<file path="src/rtl/rsf_pkg.sv">
package rsf_pkg;

   localparam int VALUE_W    = 96;
   localparam int LEN_W      = 5;
   localparam int TIME_W     = 32;
   localparam int WINDOW_W   = 16;
   localparam int NIBBLE_NUM = VALUE_W / 4;

   // longest identifier kept; longer counts are clipped to this
   localparam logic [LEN_W-1:0] MAX_ID_NIBBLES = LEN_W'(24);

   localparam int CSR_DATA_W = 32;
   localparam int CSR_ADDR_W = 3;

   // register index, taken from the word address bits of paddr
   localparam logic [CSR_ADDR_W-3:0] CSR_WINDOW_INDEX = '0;

   localparam logic [WINDOW_W-1:0] WINDOW_RESET = WINDOW_W'(180);

   typedef struct packed {
      logic [LEN_W-1:0]   len;
      logic [VALUE_W-1:0] value;
      logic [TIME_W-1:0]  stamp;
   } entry_type;

endpackage

</file>
<file path="src/rtl/rsf_ctrl.sv">
module rsf_ctrl #(
   parameter int TABLE_ENTRIES = 64
) (
   input  logic                              clock,
   input  logic                              reset,
   input  logic                              req_valid,
   output logic                              req_stall,
   input  logic [63:0]                       req_id_low,
   input  logic [31:0]                       req_id_high,
   input  logic [rsf_pkg::LEN_W-1:0]         req_id_nibbles,
   input  logic [rsf_pkg::TIME_W-1:0]        req_timestamp_seconds,
   output logic                              rsp_valid,
   input  logic                              rsp_stall,
   output logic                              rsp_is_repeat,
   input  logic [rsf_pkg::WINDOW_W-1:0]      window,
   output logic                              wr_en,
   output logic [$clog2(TABLE_ENTRIES)-1:0]  wr_addr,
   output rsf_pkg::entry_type                wr_data,
   output logic                              rd_en,
   output logic [$clog2(TABLE_ENTRIES)-1:0]  rd_addr,
   input  rsf_pkg::entry_type                rd_data
);

   localparam int IDX_W = $clog2(TABLE_ENTRIES);
   localparam int CNT_W = $clog2(TABLE_ENTRIES + 1);
   localparam logic [IDX_W-1:0] LAST_IDX = IDX_W'(TABLE_ENTRIES - 1);
   localparam logic [CNT_W-1:0] FULL     = CNT_W'(TABLE_ENTRIES);

   localparam logic [2:0] ST_IDLE   = 3'd0;
   localparam logic [2:0] ST_MATCH  = 3'd1;
   localparam logic [2:0] ST_OLDEST = 3'd2;
   localparam logic [2:0] ST_WRITE  = 3'd3;
   localparam logic [2:0] ST_DONE   = 3'd4;

   logic [2:0]                    state_ff, state_in;
   logic [CNT_W-1:0]              filled_ff, filled_in;
   logic [CNT_W-1:0]              iss_ff, iss_in;
   logic                          chk_valid_ff, chk_valid_in;
   logic [IDX_W-1:0]              chk_idx_ff, chk_idx_in;
   logic [rsf_pkg::TIME_W-1:0]    min_time_ff, min_time_in;
   logic [IDX_W-1:0]              min_idx_ff, min_idx_in;
   logic [IDX_W-1:0]              slot_ff, slot_in;
   logic                          grow_ff, grow_in;
   logic                          rep_ff, rep_in;
   logic                          rsp_valid_ff, rsp_valid_in;
   logic                          rsp_repeat_ff, rsp_repeat_in;
   rsf_pkg::entry_type            key_ff, key_in;

   logic                          accept;
   logic [rsf_pkg::LEN_W-1:0]     digits;
   logic [rsf_pkg::VALUE_W-1:0]   raw_value;
   logic [rsf_pkg::VALUE_W-1:0]   value_mask;
   logic [CNT_W-1:0]              iss_limit;
   logic                          hit;
   logic                          last_match;
   logic [rsf_pkg::TIME_W-1:0]    delta;
   logic                          rep_calc;
   logic                          take;

   assign req_stall = (state_ff != ST_IDLE);
   assign accept    = req_valid && !req_stall;

   assign digits    = (req_id_nibbles > rsf_pkg::MAX_ID_NIBBLES) ?
                      rsf_pkg::MAX_ID_NIBBLES : req_id_nibbles;
   assign raw_value = {req_id_high, req_id_low};

   // stray digits above the count are dropped
   always_comb begin
      for (int j = 0; j < rsf_pkg::NIBBLE_NUM; j++) begin
         value_mask[4*j +: 4] = (rsf_pkg::LEN_W'(j) < digits) ? 4'hf : 4'h0;
      end
   end

   assign iss_limit = (state_ff == ST_MATCH) ? filled_ff : FULL;
   assign rd_en     = ((state_ff == ST_MATCH) || (state_ff == ST_OLDEST)) &&
                      (iss_ff < iss_limit);
   assign rd_addr   = iss_ff[IDX_W-1:0];

   assign hit        = (rd_data.len == key_ff.len) && (rd_data.value == key_ff.value);
   assign last_match = ((CNT_W'(chk_idx_ff) + CNT_W'(1)) == filled_ff);
   assign delta      = key_ff.stamp - rd_data.stamp;
   // a clock that went backwards counts as a repeat
   assign rep_calc   = delta[rsf_pkg::TIME_W-1] ||
                       (delta <= rsf_pkg::TIME_W'(window));
   assign take       = (chk_idx_ff == '0) || (rd_data.stamp < min_time_ff);

   always_comb begin
      state_in      = state_ff;
      filled_in     = filled_ff;
      iss_in        = iss_ff;
      chk_valid_in  = rd_en;
      chk_idx_in    = iss_ff[IDX_W-1:0];
      min_time_in   = min_time_ff;
      min_idx_in    = min_idx_ff;
      slot_in       = slot_ff;
      grow_in       = grow_ff;
      rep_in        = rep_ff;
      key_in        = key_ff;
      rsp_valid_in  = rsp_valid_ff && rsp_stall;
      rsp_repeat_in = rsp_repeat_ff;
      wr_en         = 1'b0;

      if (rd_en) begin
         iss_in = iss_ff + CNT_W'(1);
      end

      case (state_ff)
         ST_IDLE: begin
            if (accept) begin
               key_in.len   = digits;
               key_in.value = raw_value & value_mask;
               key_in.stamp = req_timestamp_seconds;
               iss_in       = '0;
               rep_in       = 1'b0;
               if (req_id_nibbles == '0) begin
                  state_in = ST_DONE;
               end else if (filled_ff == '0) begin
                  slot_in  = '0;
                  grow_in  = 1'b1;
                  state_in = ST_WRITE;
               end else begin
                  state_in = ST_MATCH;
               end
            end
         end
         ST_MATCH: begin
            if (chk_valid_ff) begin
               if (hit) begin
                  slot_in  = chk_idx_ff;
                  grow_in  = 1'b0;
                  rep_in   = rep_calc;
                  state_in = ST_WRITE;
               end else if (last_match) begin
                  if (filled_ff < FULL) begin
                     slot_in  = filled_ff[IDX_W-1:0];
                     grow_in  = 1'b1;
                     state_in = ST_WRITE;
                  end else begin
                     iss_in   = '0;
                     state_in = ST_OLDEST;
                  end
               end
            end
         end
         ST_OLDEST: begin
            if (chk_valid_ff) begin
               if (take) begin
                  min_time_in = rd_data.stamp;
                  min_idx_in  = chk_idx_ff;
               end
               if (chk_idx_ff == LAST_IDX) begin
                  slot_in  = take ? chk_idx_ff : min_idx_ff;
                  grow_in  = 1'b0;
                  state_in = ST_WRITE;
               end
            end
         end
         ST_WRITE: begin
            wr_en = 1'b1;
            if (grow_ff) begin
               filled_in = filled_ff + CNT_W'(1);
            end
            state_in = ST_DONE;
         end
         ST_DONE: begin
            // wait for the output register to free up
            if (!rsp_valid_ff || !rsp_stall) begin
               rsp_valid_in  = 1'b1;
               rsp_repeat_in = rep_ff;
               state_in      = ST_IDLE;
            end
         end
         default: begin
            state_in = ST_IDLE;
         end
      endcase
   end

   always_ff @(posedge clock) begin
      if (reset) begin
         state_ff     <= ST_IDLE;
         filled_ff    <= '0;
         chk_valid_ff <= 1'b0;
         rsp_valid_ff <= 1'b0;
      end else begin
         state_ff     <= state_in;
         filled_ff    <= filled_in;
         chk_valid_ff <= chk_valid_in;
         rsp_valid_ff <= rsp_valid_in;
      end
   end

   always_ff @(posedge clock) begin
      iss_ff        <= iss_in;
      chk_idx_ff    <= chk_idx_in;
      min_time_ff   <= min_time_in;
      min_idx_ff    <= min_idx_in;
      slot_ff       <= slot_in;
      grow_ff       <= grow_in;
      rep_ff        <= rep_in;
      key_ff        <= key_in;
      rsp_repeat_ff <= rsp_repeat_in;
   end

   assign wr_addr       = slot_ff;
   assign wr_data       = key_ff;
   assign rsp_valid     = rsp_valid_ff;
   assign rsp_is_repeat = rsp_repeat_ff;

   a_filled_bound: assert property (@(posedge clock) disable iff (reset)
      filled_ff <= FULL)
      else $error("fill count beyond table size");

   a_filled_step: assert property (@(posedge clock) disable iff (reset)
      (!$past(reset) && !$stable(filled_ff)) |->
         (filled_ff == $past(filled_ff) + CNT_W'(1)) && $past(state_ff == ST_WRITE))
      else $error("fill count moved other than by one write");

   a_scan_in_fill: assert property (@(posedge clock) disable iff (reset)
      (chk_valid_ff && (state_ff == ST_MATCH)) |-> (CNT_W'(chk_idx_ff) < filled_ff))
      else $error("match scan read an unfilled entry");

   a_empty_id: assert property (@(posedge clock) disable iff (reset)
      (accept && (req_id_nibbles == '0)) |=> ((state_ff == ST_DONE) && !rep_ff))
      else $error("empty identifier did not bypass the table");

   a_rsp_from_done: assert property (@(posedge clock) disable iff (reset)
      (!$past(reset) && $rose(rsp_valid_ff)) |-> $past(state_ff == ST_DONE))
      else $error("result word raised outside the done state");

endmodule

</file>
<file path="config.mk">
export PLATFORM = sky130hd
export DESIGN_NAME = rsf_ctrl
export DESIGN_NICKNAME = d
export VERILOG_FILES = /design/src/rtl/rsf_pkg.sv /design/src/rtl/rsf_ctrl.sv
export SDC_FILE = /design/constraint.sdc
export NUM_CORES = 1
export LEC_CHECK = 0
export BUFFER_PORTS_ARGS = -buffer_cell sky130_fd_sc_hd__buf_2
export CORE_AREA = 5 5 165 167
export CTS_CLUSTER_SIZE = 8
export DETAILED_ROUTE_END_ITERATION = 8
export DIE_AREA = 0 0 170 172
export PLACE_DENSITY = 0.78
export RECOVER_POWER = 25
export SYNTH_ARGS = -nofsm -noshare
export SYNTH_HDL_FRONTEND = slang
export SYNTH_SLANG_ARGS = --single-unit
</file>
<file path="constraint.sdc">
create_clock -name clock -period 12.2 [get_ports clock]
set_input_delay 0.61 -clock clock [delete_from_list [all_inputs] [get_ports clock]]
set_output_delay 0.61 -clock clock [all_outputs]
set_load 0.01 [all_outputs]
</file>
### Yosys cells after proc, flatten, opt, wreduce, memory -nomap -nowiden

Index checks and enable logic that the tools add are counted.

| word-level totals | value |
|---|---|
| register bits | 205 |
| bits in latches | 0 |
| RAM bits | 0 |
| memory bits (read-only) | 0 |
| bits of input ports | 286 |
| output and inout port bits | 150 |
| logic and storage cells | 165 |
| memories | 0 |

| operators by class | value |
|---|---|
| add/sub/neg operators | 4 |
| multipliers | 0 |
| div/mod/pow operators | 0 |
| $lt $le $gt $ge | 29 |
| equal/unequal tests | 18 |
| shifts and indexed selects | 0 |
| mux-type cells | 72 |
| bitwise operators | 1 |
| reduce and logical (&&, ||, !) cells | 26 |

Operators by type and width:

| kind | count |
|---|---|
| $and 96x96->96 | 1 |
| $eq 96x96->1 | 1 |
| $mux 4 | 24 |
| $mux 6 | 10 |
| $mux 7 | 7 |
| $lt 4x5->1 const A | 8 |
| $lt 5x5->1 const A | 8 |
| $le 32x16->1 | 1 |
| $lt 32x32->1 | 1 |
| $sub 32x32->32 | 1 |
| $mux 3 | 8 |
| $lt 3x5->1 const A | 4 |
| $pmux 6 s3 | 1 |
| $mux 1 | 16 |
| $pmux 3 s5 | 1 |
| $add 7x1->7 const B | 2 |
| $ne 2x2->1 const B | 7 |
| $pmux 7 s2 | 1 |
| $lt 1x5->1 const A | 2 |
| $lt 2x5->1 const A | 2 |
| $reduce_and 9->1 | 1 |
| $reduce_and 2->1 | 4 |
| $add 6x1->7 const B | 1 |
| $eq 7x7->1 | 1 |
| other kinds (27) | 37 |

### Logic depth before layout (Yosys ltp)

| logic depth | value |
|---|---|
| depth in word-level cells | 10 |
| gate-level depth with buffers | 19 |
| depth with buffers taken out | 19 |

### Least setup slack after synthesis

Ideal clock, no wire load.

| path | value |
|---|---|
| kind | in2reg |
| start point | input rd_data[29] in the netlist's numbering |
| end point | register min_time_ff[0] in the netlist's numbering, enable pin |
| library setup time | 0.461 ns |
| arrival time | 4.416 ns |
| data required time | 11.739 ns |
| slack | 7.323 ns |
| stages | 9 |
| buffers on the path | 0 |
| cells stage by stage | ha_1 > a21o_1 > a21o_1 > a21oi_1 > o21ai_0 > or3_1 > a21oi_1 > a211oi_2 > nor3_1 |

| on the way | value |
|---|---|
| longest elaborated chain between the ends | 3 |

RTL lines:

| item | RTL line | text |
|---|---|---|
| start, declared | rsf_ctrl.sv:21 | `input rsf_pkg::entry_type rd_data` |
| $lt 32x32->1 | rsf_ctrl.sv:85 | `assign take = (chk_idx_ff == '0) \|\| (rd_data.stamp < min_time_ff);` |
| $logic_or 1x1->1 | rsf_ctrl.sv:85 |  |
| $reduce_and 3->1 (no line) | -- |  |
| end signal, assigned | rsf_ctrl.sv:196 | `min_time_ff <= min_time_in;` |
| end, declared | rsf_ctrl.sv:40 | `logic [rsf_pkg::TIME_W-1:0] min_time_ff, min_time_in;` |

Every way passes these cells.
A chain may end at the register's enable or synchronous reset.

### Worst setup path in the final report

| path | value |
|---|---|
| start point | register key_ff, in the netlist wr_data[1] |
| end point | register rep_ff (data pin) |

| on the way | value |
|---|---|
| longest elaborated chain between the ends | 6 |

RTL lines:

| item | RTL line | text |
|---|---|---|
| start, declared | rsf_ctrl.sv:47 | `rsf_pkg::entry_type key_ff, key_in;` |
| start signal, assigned | rsf_ctrl.sv:201 | `key_ff <= key_in;` |
| $sub 32x32->32 (*) | rsf_ctrl.sv:81 | `assign delta = key_ff.stamp - rd_data.stamp;` |
| $le 32x16->1 | rsf_ctrl.sv:84 | `(delta <= rsf_pkg::TIME_W'(window));` |
| $logic_or 1x1->1 (*) | rsf_ctrl.sv:83 | `assign rep_calc = delta[rsf_pkg::TIME_W-1] \|\|` |
| $mux 1 (*) | rsf_ctrl.sv:128 | `if (hit) begin` |
| $mux 1 (*) | rsf_ctrl.sv:127 | `if (chk_valid_ff) begin` |
| $pmux 1 s2 (*) | rsf_ctrl.sv:107 | `case (state_ff)` |
| end signal, assigned | rsf_ctrl.sv:200 | `rep_ff <= rep_in;` |
| end, declared | rsf_ctrl.sv:44 | `logic rep_ff, rep_in;` |

Every way passes the cells marked *; elsewhere a longest branch is shown, timed or not. The select of a mux whose other input is x is not followed.

==> qor.csv <==
stage,metric,value,unit
setup_path,required,12600,ps
setup_path,crit_type,register to register,
place,dp_slack,7500,ps
cells_and_area,final_common_cell,buf_2,
global_route,grt_max_degree,77,
sta,hold_viol,0,
run_status,status,finished clean,
min_path,holdPathStages,1,
cells_and_area,layout_common_cells,"buf_2, edfxtp_1, inv_1",
sta,hold_ws,228,ps
logic_synthesis,yosysUniqueCellTypes,69,
clock_network,clock_latency,560,ps
clock_network,hold_buffers,0,
detailed_routing,drt_iter0_drc,707,
min_path,min_from,req_timestamp_seconds[0],
detailed_routing,wl,44.2,mm
sta,final.period_utilization,0.349,
die,die_height,172,um
logic_synthesis,ys_async_sr_fraction,0,
die,fp-row-count,59,
min_path,min_delay_worst_endpoint,wr_data[0],
detailed_routing,drc,0,
sta,slew_viol_final,0,
min_path,hp-class,input pin to register,
clock_network,cts_buffers,29,
logic_synthesis,ys_warn_count,0,
sta,clock_skew,9.92,ps
sta,rsz0062_at_grt,false,
setup_path,arrival,4650,ps
cells_and_area,drive_gt1_frac,0.286,
logic_synthesis,netlist_area,0.0123,mm2
clock_network,clock_path_buffers,3,
sta,worst_slack,7940,ps
clock_network,postCtsSetupRepairBufs,0,
logic_synthesis,postSynthAreaPerCell,10.6,um2
setup_path,timing.rr.end,rep_ff,
setup_path,end_kind,register,
global_route,grt_pass1_vias,11050,
detailed_routing,vias_per_cell,5.57,
sta,max-slew-margin-rel,0.164,
setup_path,r2r_start,wr_data[1],
die,start_util,0.480,
setup_path,worst-r2r-setup-slack,7940,ps
sta,tightest_slew,1250,ps
die,core-area,0.0256,mm2
setup_path,r2r_cells,15,
die,boundaryPins,436,
power_and_ir_drop,ir_drop,0.157,mV
clock_network,cts_root_buf,clkbuf_16,
global_route,grt_antenna_before_repair,7,
place,dp_hpwl,36.0,mm
power_and_ir_drop,powerDensity,186,mW/mm2
logic_synthesis,seq_area_frac_synth,0.480,
detailed_routing,dr.pass1.iters,5,
place,gp_congestion,0.975,
clock_network,clock-sinks,205,
sta,fin_crit,4260,ps
logic_synthesis,ys_seq_elements,205,
global_route,grt.overflow.total,0,
detailed_routing,drtAntennaViolNets,0,
die,die_w,170,um
sta,fmax,235,MHz
global_route,grtUsageTotal,0.291,
clock_network,cts_tree,yes,
cells_and_area,area_delta_synth_final,26.4,%
die,die-area,0.0292,mm2
clock_network,htreeDepth,1,
global_route,grt_pass1_wl,65.2,mm
setup_path,crit_path_start_kind,register,
place,port_buffers,435,
cells_and_area,nFillCells,2170,
cells_and_area,num-nets-final,1964,
clock_network,cts_resized,0,
setup_path,critPathMaxFanout,4,
detailed_routing,num_vias,10869,
detailed_routing,routedWlPerCell,22.6,um
logic_synthesis,synth_nets,1538,
clock_network,clk_pin_slew_worst_paths,50,ps
sta,tns,0,ps
logic_synthesis,synth_enable_flop_cells,180,
power_and_ir_drop,cellLeakagePower,6.87,nW
logic_synthesis,synth_cells,1162,
sta,setup_viol,0,
flow_run,cap_violations,0,
logic_synthesis,synthFlopType,edfxtp_1,
power breakdown:
part	internal (W)	total (W)	leakage (nW)	switching, W
clock	0.000451	0.000761	0.402	0.000310
combinational	0.000399	0.00103	4.55	0.000632
sequential	0.000972	0.00110	1.91	0.000127
final cells by class:
class                      instances  area [um2]  area share
antenna                            6        15.0    0.000966
clock buffer                      53         826      0.0531
clock inverter                     1        20.0     0.00129
inverter                         111         422      0.0271
multi-input combinational        800        5760       0.371
sequential                       205        5910       0.380
tap                              335         419      0.0270
timing repair buffer             441        2180       0.140
cell families (layout without fill, tap and decap cells):
| kind of cell | after synthesis | in the layout | share of synthesized area |
|---|---|---|---|
| other | 0 | 6 | 0 |
| xor gates and xnor gates | 130 | 130 | 0.0926 |
| buffers and inverters | 157 | 606 | 0.0517 |
| muxes | 12 | 12 | 0.0103 |
| AOI/OAI and AO/OA | 217 | 217 | 0.118 |
| DFF | 205 | 205 | 0.480 |
| adders and majority gates | 90 | 90 | 0.0922 |
| and+or+nand+nor | 351 | 351 | 0.155 |
worst max-delay path by stage:
stage            startpoint              to  slack (ps)  depth (start not counted)
2_1_floorplan   rd_data[29]  min_time_ff[0]        7320                          9
3_3_place_gp    rd_data[80]      wr_addr[2]        7560                          9
3_5_place_dp    rd_data[80]      wr_addr[1]        7500                          9
4_1_cts        wr_data[116]      wr_addr[1]        7740                          8
5_1_grt         wr_data[80]         grow_ff        7590                          8
6_report         wr_data[1]          rep_ff        7940                         15
Yosys cell counts (4+ instances only):
master	number	area share
edfxtp_1	180	0.44
inv_1	111	0.034
ha_1	89	0.091
xnor2_1	66	0.047
a21oi_1	65	0.026
xor2_1	64	0.046
nand2_1	63	0.019
nor2_1	57	0.017
nor2b_1	57	0.029
and2_1	40	0.020
o21ai_0	35	0.014
clkbuf_1	33	0.010
nand4_1	31	0.016
dfxtp_1	25	0.041
a21o_1	24	0.015
nand3_1	24	0.0098
nor4_1	19	0.0097
nor3_1	12	0.0049
and3_1	11	0.0056
o21a_1	11	0.0067
a211oi_1	8	0.0049
a31oi_1	7	0.0036
buf_4	7	0.0043
mux2i_1	7	0.0057
o211ai_1	6	0.0037
o2bb2ai_1	6	0.0043
or3_1	6	0.0031
a311oi_1	5	0.0036
mux2_2	5	0.0046
nand2b_1	5	0.0025
o22ai_1	5	0.0025
o31a_1	5	0.0036
or2_2	5	0.0025
a22o_1	4	0.0028
buf_2	4	0.0016
o21bai_1	4	0.0024
o31ai_1	4	0.0024
or4_1	4	0.0024
layer usage:
| metal | global-route usage | share of wire | vias to the layer above | wire (um) |
|---|---|---|---|---|
| li1 | - | - | 5028 | - |
| met1 | 0.364 | 0.39 | 5228 | 17100 |
| met2 | 0.512 | 0.50 | 513 | 21900 |
| met3 | 0.0551 | 0.080 | 94 | 3520 |
| met4 | 0.0941 | 0.037 | 6 | 1630 |
| met5 | 0 | 0.00063 | - | 28 |
registers in the layout (all words and copies together) (netlist names), 3 cells and up:
signal and count:
wr_data 133, min_time_ff 32, filled_ff 7, iss_ff 7
chk_idx_ff 6, min_idx_ff 6, wr_addr 6, state_ff 3
stage by stage:
step	area (um2)	util	instances	total power, W
3_3_place_gp	14700	0.575	1892	0.00211
4_1_cts	15600	0.608	1946	0.00290
3_5_place_dp	14700	0.575	1892	0.00214
2_1_floorplan	12300	-	1162	0.00172
6_report	15500	0.607	1952	0.00289
5_1_grt	15500	0.607	1950	0.00304
worst max-delay path, cell delays in order (launching register included):
cell       delay (ps)
edfxtp_1          410
ha_1              300
nor2b_1           140
o31a_1            300
or2_2             310
nor4b_1           150
a311o_1           340
xor2_1            150
ha_1              330
nand4_1            90
or4_1             490
o21ai_0           330
nand4_1           130
a2111oi_0         420
nand4_1           120
o21ai_0            90
(Power assumes the default switching activity.)
