### src/rtl/rsf_pkg.sv
package rsf_pkg;

   localparam int VALUE_W    = 96;
   localparam int LEN_W      = 5;
   localparam int TIME_W     = 32;
   localparam int WINDOW_W   = 16;
   localparam int NIBBLE_NUM = VALUE_W / 4;

   // longest identifier kept; longer counts are clipped to this
   localparam logic [LEN_W-1:0] MAX_ID_NIBBLES = LEN_W'(24);

   localparam int CSR_DATA_W = 32;
   localparam int CSR_ADDR_W = 3;

   // register index, taken from the word address bits of paddr
   localparam logic [CSR_ADDR_W-3:0] CSR_WINDOW_INDEX = '0;

   localparam logic [WINDOW_W-1:0] WINDOW_RESET = WINDOW_W'(180);

   typedef struct packed {
      logic [LEN_W-1:0]   len;
      logic [VALUE_W-1:0] value;
      logic [TIME_W-1:0]  stamp;
   } entry_type;

endpackage

### src/rtl/rsf_csr.sv
module rsf_csr (
   input  logic                             clock,
   input  logic                             reset,
   input  logic                             csr_psel,
   input  logic                             csr_penable,
   input  logic                             csr_pwrite,
   input  logic [rsf_pkg::CSR_ADDR_W-1:0]   csr_paddr,
   input  logic [rsf_pkg::CSR_DATA_W-1:0]   csr_pwdata,
   output logic [rsf_pkg::CSR_DATA_W-1:0]   csr_prdata,
   output logic                             csr_pready,
   output logic [rsf_pkg::WINDOW_W-1:0]     window
);

   logic [rsf_pkg::WINDOW_W-1:0] window_ff;
   logic [rsf_pkg::WINDOW_W-1:0] window_in;
   logic                         sel_window;

   assign sel_window = (csr_paddr[rsf_pkg::CSR_ADDR_W-1:2] == rsf_pkg::CSR_WINDOW_INDEX);

   always_comb begin
      window_in = window_ff;
      if (csr_psel && csr_penable && csr_pwrite && sel_window) begin
         window_in = csr_pwdata[rsf_pkg::WINDOW_W-1:0];
      end
   end

   always_ff @(posedge clock) begin
      if (reset) begin
         window_ff <= rsf_pkg::WINDOW_RESET;
      end else begin
         window_ff <= window_in;
      end
   end

   always_comb begin
      csr_prdata = '0;
      if (sel_window) begin
         csr_prdata = rsf_pkg::CSR_DATA_W'(window_ff);
      end
   end

   assign csr_pready = 1'b1;
   assign window     = window_ff;

endmodule

### config.mk
export PLATFORM = sky130hd
export DESIGN_NAME = rsf_csr
export DESIGN_NICKNAME = d
export VERILOG_FILES = /design/src/rtl/rsf_pkg.sv /design/src/rtl/rsf_csr.sv
export SDC_FILE = /design/constraint.sdc
export NUM_CORES = 1
export LEC_CHECK = 0
export BUFFER_PORTS_ARGS = -buffer_cell sky130_fd_sc_hd__buf_2
export CAP_MARGIN = 20
export CORE_AREA = 2 2 54 56
export CTS_BUF_LIST = sky130_fd_sc_hd__clkbuf_2
export CTS_CLUSTER_DIAMETER = 60
export CTS_CLUSTER_SIZE = 20
export DETAILED_ROUTE_END_ITERATION = 6
export DIE_AREA = 0 0 56 58
export PLACE_DENSITY = 0.79
export SLEW_MARGIN = 20
export SYNTH_ARGS = -nofsm -noshare
export SYNTH_HDL_FRONTEND = slang
export SYNTH_SLANG_ARGS = --single-unit
### constraint.sdc
create_clock -name clock -period 0.9 [get_ports clock]
set_input_delay 0.09 -clock clock [delete_from_list [all_inputs] [get_ports clock]]
set_output_delay 0.09 -clock clock [all_outputs]
set_load 0.02 [all_outputs]
# Word level (Yosys, flattened, before mapping)
# Index checks and enable logic that the tools add are counted.
# word_totals
register_bits	16
latchBits	0
ram_bits	0
mem_bits_ro	0
inputBits	40
output_inout_bits	49
word_cells	6
mem_count	0
# op_classes
n_addsub	0
n_mul	0
div	0
magnitude_cmp	0
n_eq_ne	0
shift	0
n_mux	1
bitwise_logic	1
n_reduce_logical	3
# ops
cell	n
$mux 16	1
$logic_and 1x1->1	3
$not 1->1	1

# Logic depth before layout (Yosys ltp)
# Gate-level depths: netlist of the first run.
# logic_depth
depth_word	3
depth_mapped	4
depth_no_buf	2

# Least setup slack after synthesis of the first run
# OpenSTA, ideal clock, no wires.
# synth_path
path_type	register to output
startpoint	register window_ff (netlist bit window[10])
endpoint	output csr_prdata[10] (netlist name)
arrival_time_ns	0.806
t_required_ns	0.810
setup_slack_ns	0.004
stages_incl_launch_ff	2
path_buffers	0
path_cell_list	dfxtp_1 -> nor2b_1
# synth_via
elab_chain_len	1
# synth_lines
item	line_no	rtl
start: declaration	rsf_csr.sv:14	logic [rsf_pkg::WINDOW_W-1:0] window_ff;
start signal: assignment	rsf_csr.sv:29	window_ff <= rsf_pkg::WINDOW_RESET;
start signal: assignment	rsf_csr.sv:31	window_ff <= window_in;
$mux 16	rsf_csr.sv:37	if (sel_window) begin
end: declaration	rsf_csr.sv:9	output logic [rsf_pkg::CSR_DATA_W-1:0] csr_prdata,
# Every way passes these cells.

# Worst setup path in the final report of the first run
# layout_path
startpoint	register window_ff (netlist bit window[4])
endpoint	output csr_prdata[4] (netlist name)
# Same word-level chain as after synthesis.

==> results.md, run 1 <==
- Setup ws final: -134.7 ps
- Core area: 2663 um^2
- Leak: 0.0007528 uW
- Wire length per cell after detailed routing: 11.43 um
- Slew Viols, Final: 0
- Largest net degree at the start of global routing: 33
- Initial Util: 36.33%
- Clk pin slew, worst setup/hold paths: 140 ps
- RSZ-0062 raised after global routing: true
- Chip width: 56 um
- CTS Root Cell: clkbuf_2
- Inserted Clock Buffers: 3
- Max FFs per register: 16
- # setup viols final: 28
- Post-Synth Simple-Gate Area: 31.57%
- IO Count: 89
- Maximum clock frequency: 966.5 MHz
- First DRT Iteration DRCs: 7
- Maximum root-to-sink buffer count: 2
- Area growth syn-to-layout: 65.46%
- Grt ovf: 0
- Cell count after synthesis: 106
- Clock latency on the worst-skew pair: 270 ps
- Post-layout util: 60.10%
- Final hold violation count: 0
- Unique masters post-synth: 12
- Status: finished, violations left
- Crit Path Category: reg -> out
- Worst Setup End Kind: output port
- WL final: 2308 um
- CP delay by family, top: flip-flops
- Via/cell ratio: 4.213
- Placed cells: 184
- CP Data Arrival Time: 940 ps
- First-pass GRT wire length: 3415 um
- XOR/XNOR Fraction of Synth Area: 0%
- Hpwl dp: 1325 um
- Initial antenna violation count: 0
- Fin nets: 213
- WHS: 43.58 ps
- Clock skew: 0 ps
- Top post-synthesis cells by area: dfxtp_1 (33%), mux2i_1 (17%), nand2b_1 (16%)
- Drc violations: 0
- CP Depth: 2
- Worst hold path depth: 3
- Vias post-DR: 851
- Post-DP Area: 1181 um^2
- Rows: 19
- Sink Count: 16
- Die Y-Extent: 58 um
- Fin crit period: 1035 ps
- Commonest non-fill, non-tap cell in the layout: buf_6
- Cell Pwr Density: 890.7 nW/um^2
- CTS tree: built
- Die area: 3248 um^2
- Mux share of post-synthesis cell area: 16.56%
- Share of cells above drive strength 1: 59.06%
- Vias in the first global route: 777
- Most frequent cells in the layout: buf_6 (39), nand2b_1 (24), buf_2 (21), conb_1 (17)
- Critical path buffer and inverter count: 1
- GPL Wtd Cong: 0.6385
- Crit path required time: 810 ps
- Syn avg cell area: 9.124 um^2
- Compound-cell area share of the yosys netlist: 0%
- Max cap viols: 0
- DRT Pass-1 Iters: 4
- Sequential fraction of the synthesis area: 33.12%
- Synth warnings: 0
- Routed Antenna Nets: 0
- Fin crit share: 115.0%
- Post-synthesis adder-cell area fraction: 0%
- CP Launch Type: flop
- CTS hold repair buffers: 0
- Mapped cell area: 967.2 um^2
- GRT Util Overall: 13.41%
- Synth top area share: 33.12%
- Max IR drop VDD: 0.0006210 V
- Post-route cell area: 1600 um^2
- Critical-path maximum fanout: 3
- I/O Buffers: 53
- Failing checks: setup timing
- Reg2Reg Depth: 4
- Layout Cells excl Fill: 202
- Hold Crit Class: in -> reg
- # H-tree levels: 1
- Largest family of logic cells by synthesized area: simple AND/OR/NAND/NOR gates
- Worst-path cell chain: nor2b_4, buf_6
- Leading area contributor after synthesis: dfxtp_1
- CP max stage delay: 390 ps
- Antenna fix cells: 0
- Slowest CP cell: dfxtp_2
- Yosys reg bits: 16
## synth_stat cells, drive strengths merged
master	instances
dfxtp	16
and4b	1
buf	19
conb	2
nand2b	24
nor2	8
mux2i	16
and2b	6
clkbuf	4
nor2b	10
## metrics by stage
stage	TNS [ps]	power, uW	setup WS (ps)
after floorplan	0	1007	3.907
after global placement	-394.0	1039	-35.12
after detailed placement	-600.6	1041	-54.14
after CTS	-2729	1407	-151.6
after global routing	-3994	1502	-201.3
final	-2430	1425	-134.7
## layer usage
layer	global-route usage, %	vias up	part of all wire [%]
met5	0	-	0
met4	7.143	0	0.69
met3	2.902	2	8.1
met2	23.70	40	52
met1	15.15	383	39
li1	-	426	-
## final cells by class
type / instances / area, um^2
Clock buffer: 3 / 15.01
Tap cell: 31 / 38.79
Sequential cell: 16 / 340.3
Fill cell: 232 / 1062
Timing Repair Buffer: 70 / 631.9
Multi-Input combinational cell: 82 / 574.3
## tightest hold or removal path: stages
cell and delay, ps:
buf_2 100, nand2b_1 50, mux2i_1 60
## power by group
group | internal, uW | switching (uW) | leakage, uW | total, uW
Combinational | 177 | 204 | 0.000607 | 381
Sequential | 727 | 12.3 | 0.000134 | 739
Clock | 91.0 | 215 | 0.0000125 | 306
Total | 994 | 431 | 0.000753 | 1430
## path summary, 6_finish.rpt
path	from	to	slack, ps
worst min-delay path	csr_pwdata[13]	window[13]	40
worst max-delay path	window[4]	csr_prdata[4]	-130
worst max register to register	window[14]	window[14]	110
worst min register to register	window[11]	window[11]	500
## kinds of logic after synthesis
family / Yosys count
flops: 16
buf+inv: 23
mux: 16
simple gates: 49
other cells: 2
## timing repair
item                                   in CTS  in global routing
buffers inserted                            9                  6
cloned                                      0                  0
endpoints found under the hold margin       0                  0
resized for setup                          69                 27
setup endpoints to repair                  32                 32
No activity file was read; power rests on OpenSTA's default activity.
==> inputs of run 2 (changes only) <==
==> constraint.sdc (replaced) <==
create_clock -name clock -period 0.9 [get_ports clock]
set_input_delay 0.045 -clock clock [delete_from_list [all_inputs] [get_ports clock]]
set_output_delay 0.045 -clock clock [all_outputs]
set_load 0.02 [all_outputs]
==> results.md, run 2 (same netlist as run 1, synthesis figures left out) <==
- Die area: 3248 um^2 (unchanged)
- Hpwl dp: 1376 um (was 1325 um)
- Sink Count: 16 (unchanged)
- Share of cells above drive strength 1: 53.51% (was 59.06%)
- Post-DP Area: 1201 um^2 (was 1181 um^2)
- Vias in the first global route: 863 (was 777)
- Largest net degree at the start of global routing: 33 (unchanged)
- Fillers: 217 (was 232)
- # setup viols final: 23 (was 28)
- Wire length per cell after detailed routing: 12.53 um (was 11.43 um)
- Slowest CP cell: dfxtp_2 (unchanged)
- Drc violations: 0 (unchanged)
- NetSw: 450.4 uW (was 431.0 uW)
- Worst-path cell chain: and2b_2, buf_6 (was nor2b_4, buf_6)
- Pre-CTS setup slack: -10.66 ps (was -54.14 ps)
- CP Launch Type: flop (unchanged)
- Power share of the clock group: 21.2% (was 21.4%)
- Die Y-Extent: 58 um (unchanged)
- Worst hold path depth: 4 (was 3)
- Sequential share of power: 49.4% (was 51.8%)
- DRT Pass-1 Iters: 4 (unchanged)
- Critical path buffer and inverter count: 1 (unchanged)
- IO Count: 89 (unchanged)
- Initial antenna violation count: 0 (unchanged)
- Chip width: 56 um (unchanged)
- Max cap viols: 0 (unchanged)
- Leak: 0.0008007 uW (was 0.0007528 uW)
- Reg2Reg Depth: 3 (was 4)
- Crit path required time: 850 ps (was 810 ps)
- Clock skew: 0 ps (unchanged)
- Clock latency on the worst-skew pair: 280 ps (was 270 ps)
- CTS tree: built (unchanged)
- Slew Viols, Final: 0 (unchanged)
- Fin crit share: 111.7% (was 115.0%)
- First DRT Iteration DRCs: 8 (was 7)
- I/O Buffers: 53 (unchanged)
- Worst hold start: reset (was csr_pwdata[13])
- Core area: 2663 um^2 (unchanged)
- Vias post-DR: 912 (was 851)
- Layout Cells excl Fill: 216 (was 202)
- Hold EP: window[4] (was window[13])
- Area growth syn-to-layout: 78.78% (was 65.46%)
- Crit Path Category: reg -> out (unchanged)
- Routed Antenna Nets: 0 (unchanged)
- CP Data Arrival Time: 960 ps (was 940 ps)
- Clk pin slew, worst setup/hold paths: 160 ps (was 140 ps)
- Via/cell ratio: 4.222 (was 4.213)
- Maximum clock frequency: 994.7 MHz (was 966.5 MHz)
- Setup ws final: -105.3 ps (was -134.7 ps)
- Int Pwr: 1045 uW (was 994.3 uW)
- RSZ-0062 raised after global routing: true (unchanged)
- Grt ovf: 0 (unchanged)
- WL final: 2706 um (was 2308 um)
- CTS Root Cell: clkbuf_2 (unchanged)
- GRT Util Overall: 14.96% (was 13.41%)
- Placed cells: 185 (was 184)
- Final hold violation count: 0 (unchanged)
- First-pass GRT wire length: 3788 um (was 3415 um)
- Fin nets: 226 (was 213)
- # H-tree levels: 1 (unchanged)
- Critical-path maximum fanout: 2 (was 3)
- GPL Wtd Cong: 0.6353 (was 0.6385)
- Max IR drop VDD: 0.0006192 V (was 0.0006210 V)
- Inserted Clock Buffers: 3 (unchanged)
- Worst r2r src: window[2] (was window[14])
- Worst Setup End Kind: output port (unchanged)
- Maximum root-to-sink buffer count: 2 (unchanged)
- Commonest non-fill, non-tap cell in the layout: buf_6 (unchanged)
- Failing checks: setup timing (unchanged)
- Status: finished, violations left (unchanged)
- Hold Crit Class: in -> reg (unchanged)
- Antenna fix cells: 0 (unchanged)
- Cell Pwr Density: 864.8 nW/um^2 (was 890.7 nW/um^2)
- Sw frac: 30.12% (was 30.24%)
- RR Endpoint: window[2] (was window[14])
- CP max stage delay: 360 ps (was 390 ps)
- Reg-to-reg setup timing slack: 90 ps (was 110 ps)
- Max FFs per register: 16 (unchanged)
- Rows: 19 (unchanged)
- Most frequent cells in the layout: buf_6 (31), nand2b_1 (24), buf_2 (22), conb_1 (17) (was buf_6 (39), nand2b_1 (24), buf_2 (21), conb_1 (17))
- Post-route cell area: 1729 um^2 (was 1600 um^2)
- Comb power frac: 29.4% (was 26.7%)
- Initial Util: 36.33% (unchanged)
- CP delay by family, top: flip-flops (unchanged)
- Fin crit period: 1005 ps (was 1035 ps)
-- run 2: worst register-to-register path, cell delays in order, from the launching register on --
cell,delay [ps]
dfxtp_2,360
buf_6,110
nor2_1,150
mux2i_1,100
-- run 2: metal layers --
| layer | up-vias | global-route usage [%] | part of all wire [%] | wire [um] |
|---|---|---|---|---|
| li1 | 454 | - | - | - |
| met1 | 416 | 15.31 | 39 | 1049 |
| met2 | 40 | 28.40 | 54 | 1457 |
| met3 | 2 | 4.464 | 6.8 | 183 |
| met4 | 0 | 6.122 | 0.59 | 16 |
| met5 | - | 0 | 0 | 0 |
-- run 2: repair_timing --
item	CTS	global route
hold buffers	14	2
endpoints found under the hold margin	14	2
gates resized for setup	53	34
setup buffers	7	4
setup endpoints to repair	23	31
-- run 2: final cells by class --
type	count	area (um^2)	share of cell area, %
Sequential cell	16	340.3	19.68
Clock buffer	3	15.01	0.8683
Multi-Input combinational cell	82	581.8	33.65
Clock inverter	1	3.754	0.2171
Tap cell	31	38.79	2.243
Timing Repair Buffer	83	749.5	43.34
-- run 2: worst max-delay path by stage --
| stage | depth (start not counted) | slack (ps) | to | startpoint |
|---|---|---|---|---|
| final | 2 | -110 | csr_prdata[2] | window[2] |
| after global routing | 2 | -190 | csr_prdata[10] | window[10] |
| after CTS | 2 | -120 | csr_prdata[3] | window[3] |
| after detailed placement | 4 | -10 | window[10] | csr_paddr[2] |
| after global placement | 4 | 10 | window[15] | csr_paddr[2] |
| after floorplan | 1 | 50 | csr_prdata[10] | window[10] |
-- run 2: power by group through the flow --
| stage | registers [uW] | clock network (uW) | logic, uW |
|---|---|---|---|
| floorplan | 769 | 0 | 239 |
| global placement | 749 | 0 | 300 |
| detailed placement | 750 | 0 | 303 |
| CTS | 736 | 336 | 386 |
| global route | 742 | 387 | 468 |
| finish | 739 | 317 | 440 |
-- run 2: metrics by stage --
step	hold slack [ps]	setup TNS [ps]	total power (uW)	utilization (%)
after CTS	10.39	-1753	1458	57.94
after detailed placement	307.8	-19.20	1053	45.11
after floorplan	199.7	0	1007	-
final	190.3	-1289	1495	64.94
after global routing	152.1	-3260	1597	64.94
after global placement	300.9	0	1049	45.11
==> inputs of run 3 (changes only) <==
--- a/config.mk
+++ b/config.mk
@@ -7,13 +7,13 @@
 export LEC_CHECK = 0
 export BUFFER_PORTS_ARGS = -buffer_cell sky130_fd_sc_hd__buf_2
 export CAP_MARGIN = 20
-export CORE_AREA = 2 2 54 56
+export CORE_AREA = 2 2 56 58
 export CTS_BUF_LIST = sky130_fd_sc_hd__clkbuf_2
 export CTS_CLUSTER_DIAMETER = 60
 export CTS_CLUSTER_SIZE = 20
 export DETAILED_ROUTE_END_ITERATION = 6
-export DIE_AREA = 0 0 56 58
-export PLACE_DENSITY = 0.79
+export DIE_AREA = 0 0 58 60
+export PLACE_DENSITY = 0.74
 export SLEW_MARGIN = 20
 export SYNTH_ARGS = -nofsm -noshare
 export SYNTH_HDL_FRONTEND = slang
==> results.md, run 3 (same netlist as run 1, synthesis figures left out) <==
- Power share of the clock group: 22.2% (was 21.2%)
- Status: finished, violations left (unchanged)
- GPL Wtd Cong: 0.6763 (was 0.6353)
- Fin crit share: 115.1% (was 111.7%)
- Rows: 20 (was 19)
- Leak: 0.0007835 uW (was 0.0008007 uW)
- Maximum clock frequency: 965.3 MHz (was 994.7 MHz)
- Vias post-DR: 905 (was 912)
- Via/cell ratio: 4.171 (was 4.222)
- NetSw: 453.0 uW (was 450.4 uW)
- Post-DP Area: 1184 um^2 (was 1201 um^2)
- Max cap viols: 0 (unchanged)
- Worst hold start: reset (unchanged)
- Setup ws final: -135.9 ps (was -105.3 ps)
- Crit Path Category: reg -> out (unchanged)
- Grt ovf: 0 (unchanged)
- Total design power: 1483 uW (was 1495 uW)
- CP Launch Type: flop (unchanged)
- First-pass GRT wire length: 3498 um (was 3788 um)
- Sw frac: 30.55% (was 30.12%)
- Hold Crit Class: in -> reg (unchanged)
- # setup viols final: 23 (unchanged)
- Vias in the first global route: 781 (was 863)
- Area growth syn-to-layout: 72.19% (was 78.78%)
- Worst hold path depth: 3 (was 4)
- Int Pwr: 1030 uW (was 1045 uW)
- Post-route cell area: 1665 um^2 (was 1729 um^2)
- Critical-path maximum fanout: 3 (was 2)
- IO Count: 89 (unchanged)
- # H-tree levels: 1 (unchanged)
- Share of cells above drive strength 1: 52.17% (was 53.51%)
- I/O Buffers: 53 (unchanged)
- Sink Count: 16 (unchanged)
- Fillers: 253 (was 217)
- Clock latency on the worst-skew pair: 280 ps (about the same)
- Largest net degree at the start of global routing: 33 (unchanged)
- CTS tree: built (unchanged)
- Final hold violation count: 0 (unchanged)
- Worst r2r src: window[15] (was window[2])
- Initial Util: 33.32% (was 36.33%)
- Worst Setup End Kind: output port (unchanged)
- DRT Pass-1 Iters: 4 (unchanged)
- FF/Latch Area: 340.3 um^2 (unchanged)
- Clk pin slew, worst setup/hold paths: 160 ps (about the same)
- RR Endpoint: window[15] (was window[2])
- Hpwl dp: 1357 um (was 1376 um)
- Routed Antenna Nets: 0 (unchanged)
- Reg2Reg Depth: 4 (was 3)
- Fin nets: 225 (was 226)
- Comb power frac: 28.0% (was 29.4%)
- Slew Viols, Final: 0 (unchanged)
- Wire length per cell after detailed routing: 11.01 um (was 12.53 um)
- Maximum root-to-sink buffer count: 2 (unchanged)
- Hold EP: window[2] (was window[4])
- WL final: 2390 um (was 2706 um)
- Failing checks: setup timing (unchanged)
- CTS Root Cell: clkbuf_2 (unchanged)
- Drc violations: 0 (unchanged)
- Reg-to-reg setup timing slack: 120 ps (was 90 ps)
- Crit path required time: 850 ps (about the same)
- Fin crit period: 1036 ps (was 1005 ps)
- Max IR drop VDD: 0.0007984 V (was 0.0006192 V)
- RSZ-0062 raised after global routing: true (unchanged)
- CP Data Arrival Time: 990 ps (was 960 ps)
- Die area: 3480 um^2 (was 3248 um^2)
- First DRT Iteration DRCs: 20 (was 8)
- Chip width: 58 um (was 56 um)
- Inserted Clock Buffers: 3 (unchanged)
- Die Y-Extent: 60 um (was 58 um)
- Clock skew: 0 ps (unchanged)
- Max FFs per register: 16 (unchanged)
- Antenna fix cells: 0 (unchanged)
- Core area: 2903 um^2 (was 2663 um^2)
- Initial antenna violation count: 0 (unchanged)
- Cell Pwr Density: 890.4 nW/um^2 (was 864.8 nW/um^2)
- Most frequent cells in the layout: nand2b_1 (24), buf_2 (24), buf_6 (24), conb_1 (17), buf_4 (17) (was buf_6 (31), nand2b_1 (24), buf_2 (22), conb_1 (17))
- GRT Util Overall: 13.30% (was 14.96%)
- Sequential share of power: 49.8% (was 49.4%)
- Multi-input logic area: 566.8 um^2 (was 581.8 um^2)
[run 3: layout make-up]
type,instances,area share [%]
multi-input cells,82,34.03
clock buffers,3,0.9016
well taps,33,2.479
repair buffers,82,41.92
clock inverters,1,0.2254
flip-flops and latches,16,20.44
[run 3: per-stage QoR]
step | std cells | worst slack (ps) | utilization (%) | setup TNS (ps) | hold WS, ps
after global routing | 217 | -236.9 | 57.37 | -2876 | 220.4
after floorplan | 121 | 48.91 | - | 0 | 199.7
after CTS | 213 | -130.7 | 53.19 | -1883 | 190.0
after detailed placement | 186 | -10.08 | 40.78 | -17.47 | 313.8
final | 217 | -135.9 | 57.37 | -1457 | 226.5
after global placement | 186 | 7.480 | 40.78 | 0 | 302.1
[run 3: timing repair]
| action | 4_1_cts | 5_1_grt |
|---|---|---|
| setup buffers | 7 | 4 |
| hold buffers | 16 | 0 |
| endpoints found under the hold margin | 16 | 0 |
| gates resized for setup | 52 | 26 |
| endpoints found under the setup margin | 28 | 30 |
| cloned | 0 | 0 |
[run 3: how the worst max path moves through the flow]
| stage | startpoint | end | slack [ps] | cells past startpoint |
|---|---|---|---|---|
| finish | window[4] | csr_prdata[4] | -140 | 2 |
| global route | window[4] | csr_prdata[4] | -240 | 2 |
| CTS | window[13] | csr_prdata[13] | -130 | 2 |
| detailed placement | csr_paddr[2] | window[7] | -10 | 4 |
| global placement | csr_paddr[2] | window[10] | 7 | 4 |
| floorplan | window[10] | csr_prdata[10] | 50 | 1 |
[run 3: metal layers]
layer | vias to the layer above | track usage (%) | share of wire [%] | wire length [um]
li1 | 454 | - | - | -
met4 | 0 | 5.980 | 0.42 | 10
met2 | 44 | 22.89 | 51 | 1228
met1 | 405 | 16.16 | 41 | 972
met5 | - | 0 | 0 | 0
met3 | 2 | 2.381 | 7.5 | 180
[run 3: power groups by stage]
| stage | registers [uW] | clock network [uW] | logic (uW) |
|---|---|---|---|
| after floorplan | 769 | 0 | 239 |
| after global placement | 749 | 0 | 291 |
| after detailed placement | 750 | 0 | 293 |
| after CTS | 737 | 354 | 380 |
| after global routing | 741 | 378 | 448 |
| final | 738 | 329 | 415 |
[run 3: critical path, cell delays in order (launching register included)]
cell,delay [ps]
dfxtp_2,390
nor2b_1,160
buf_4,160
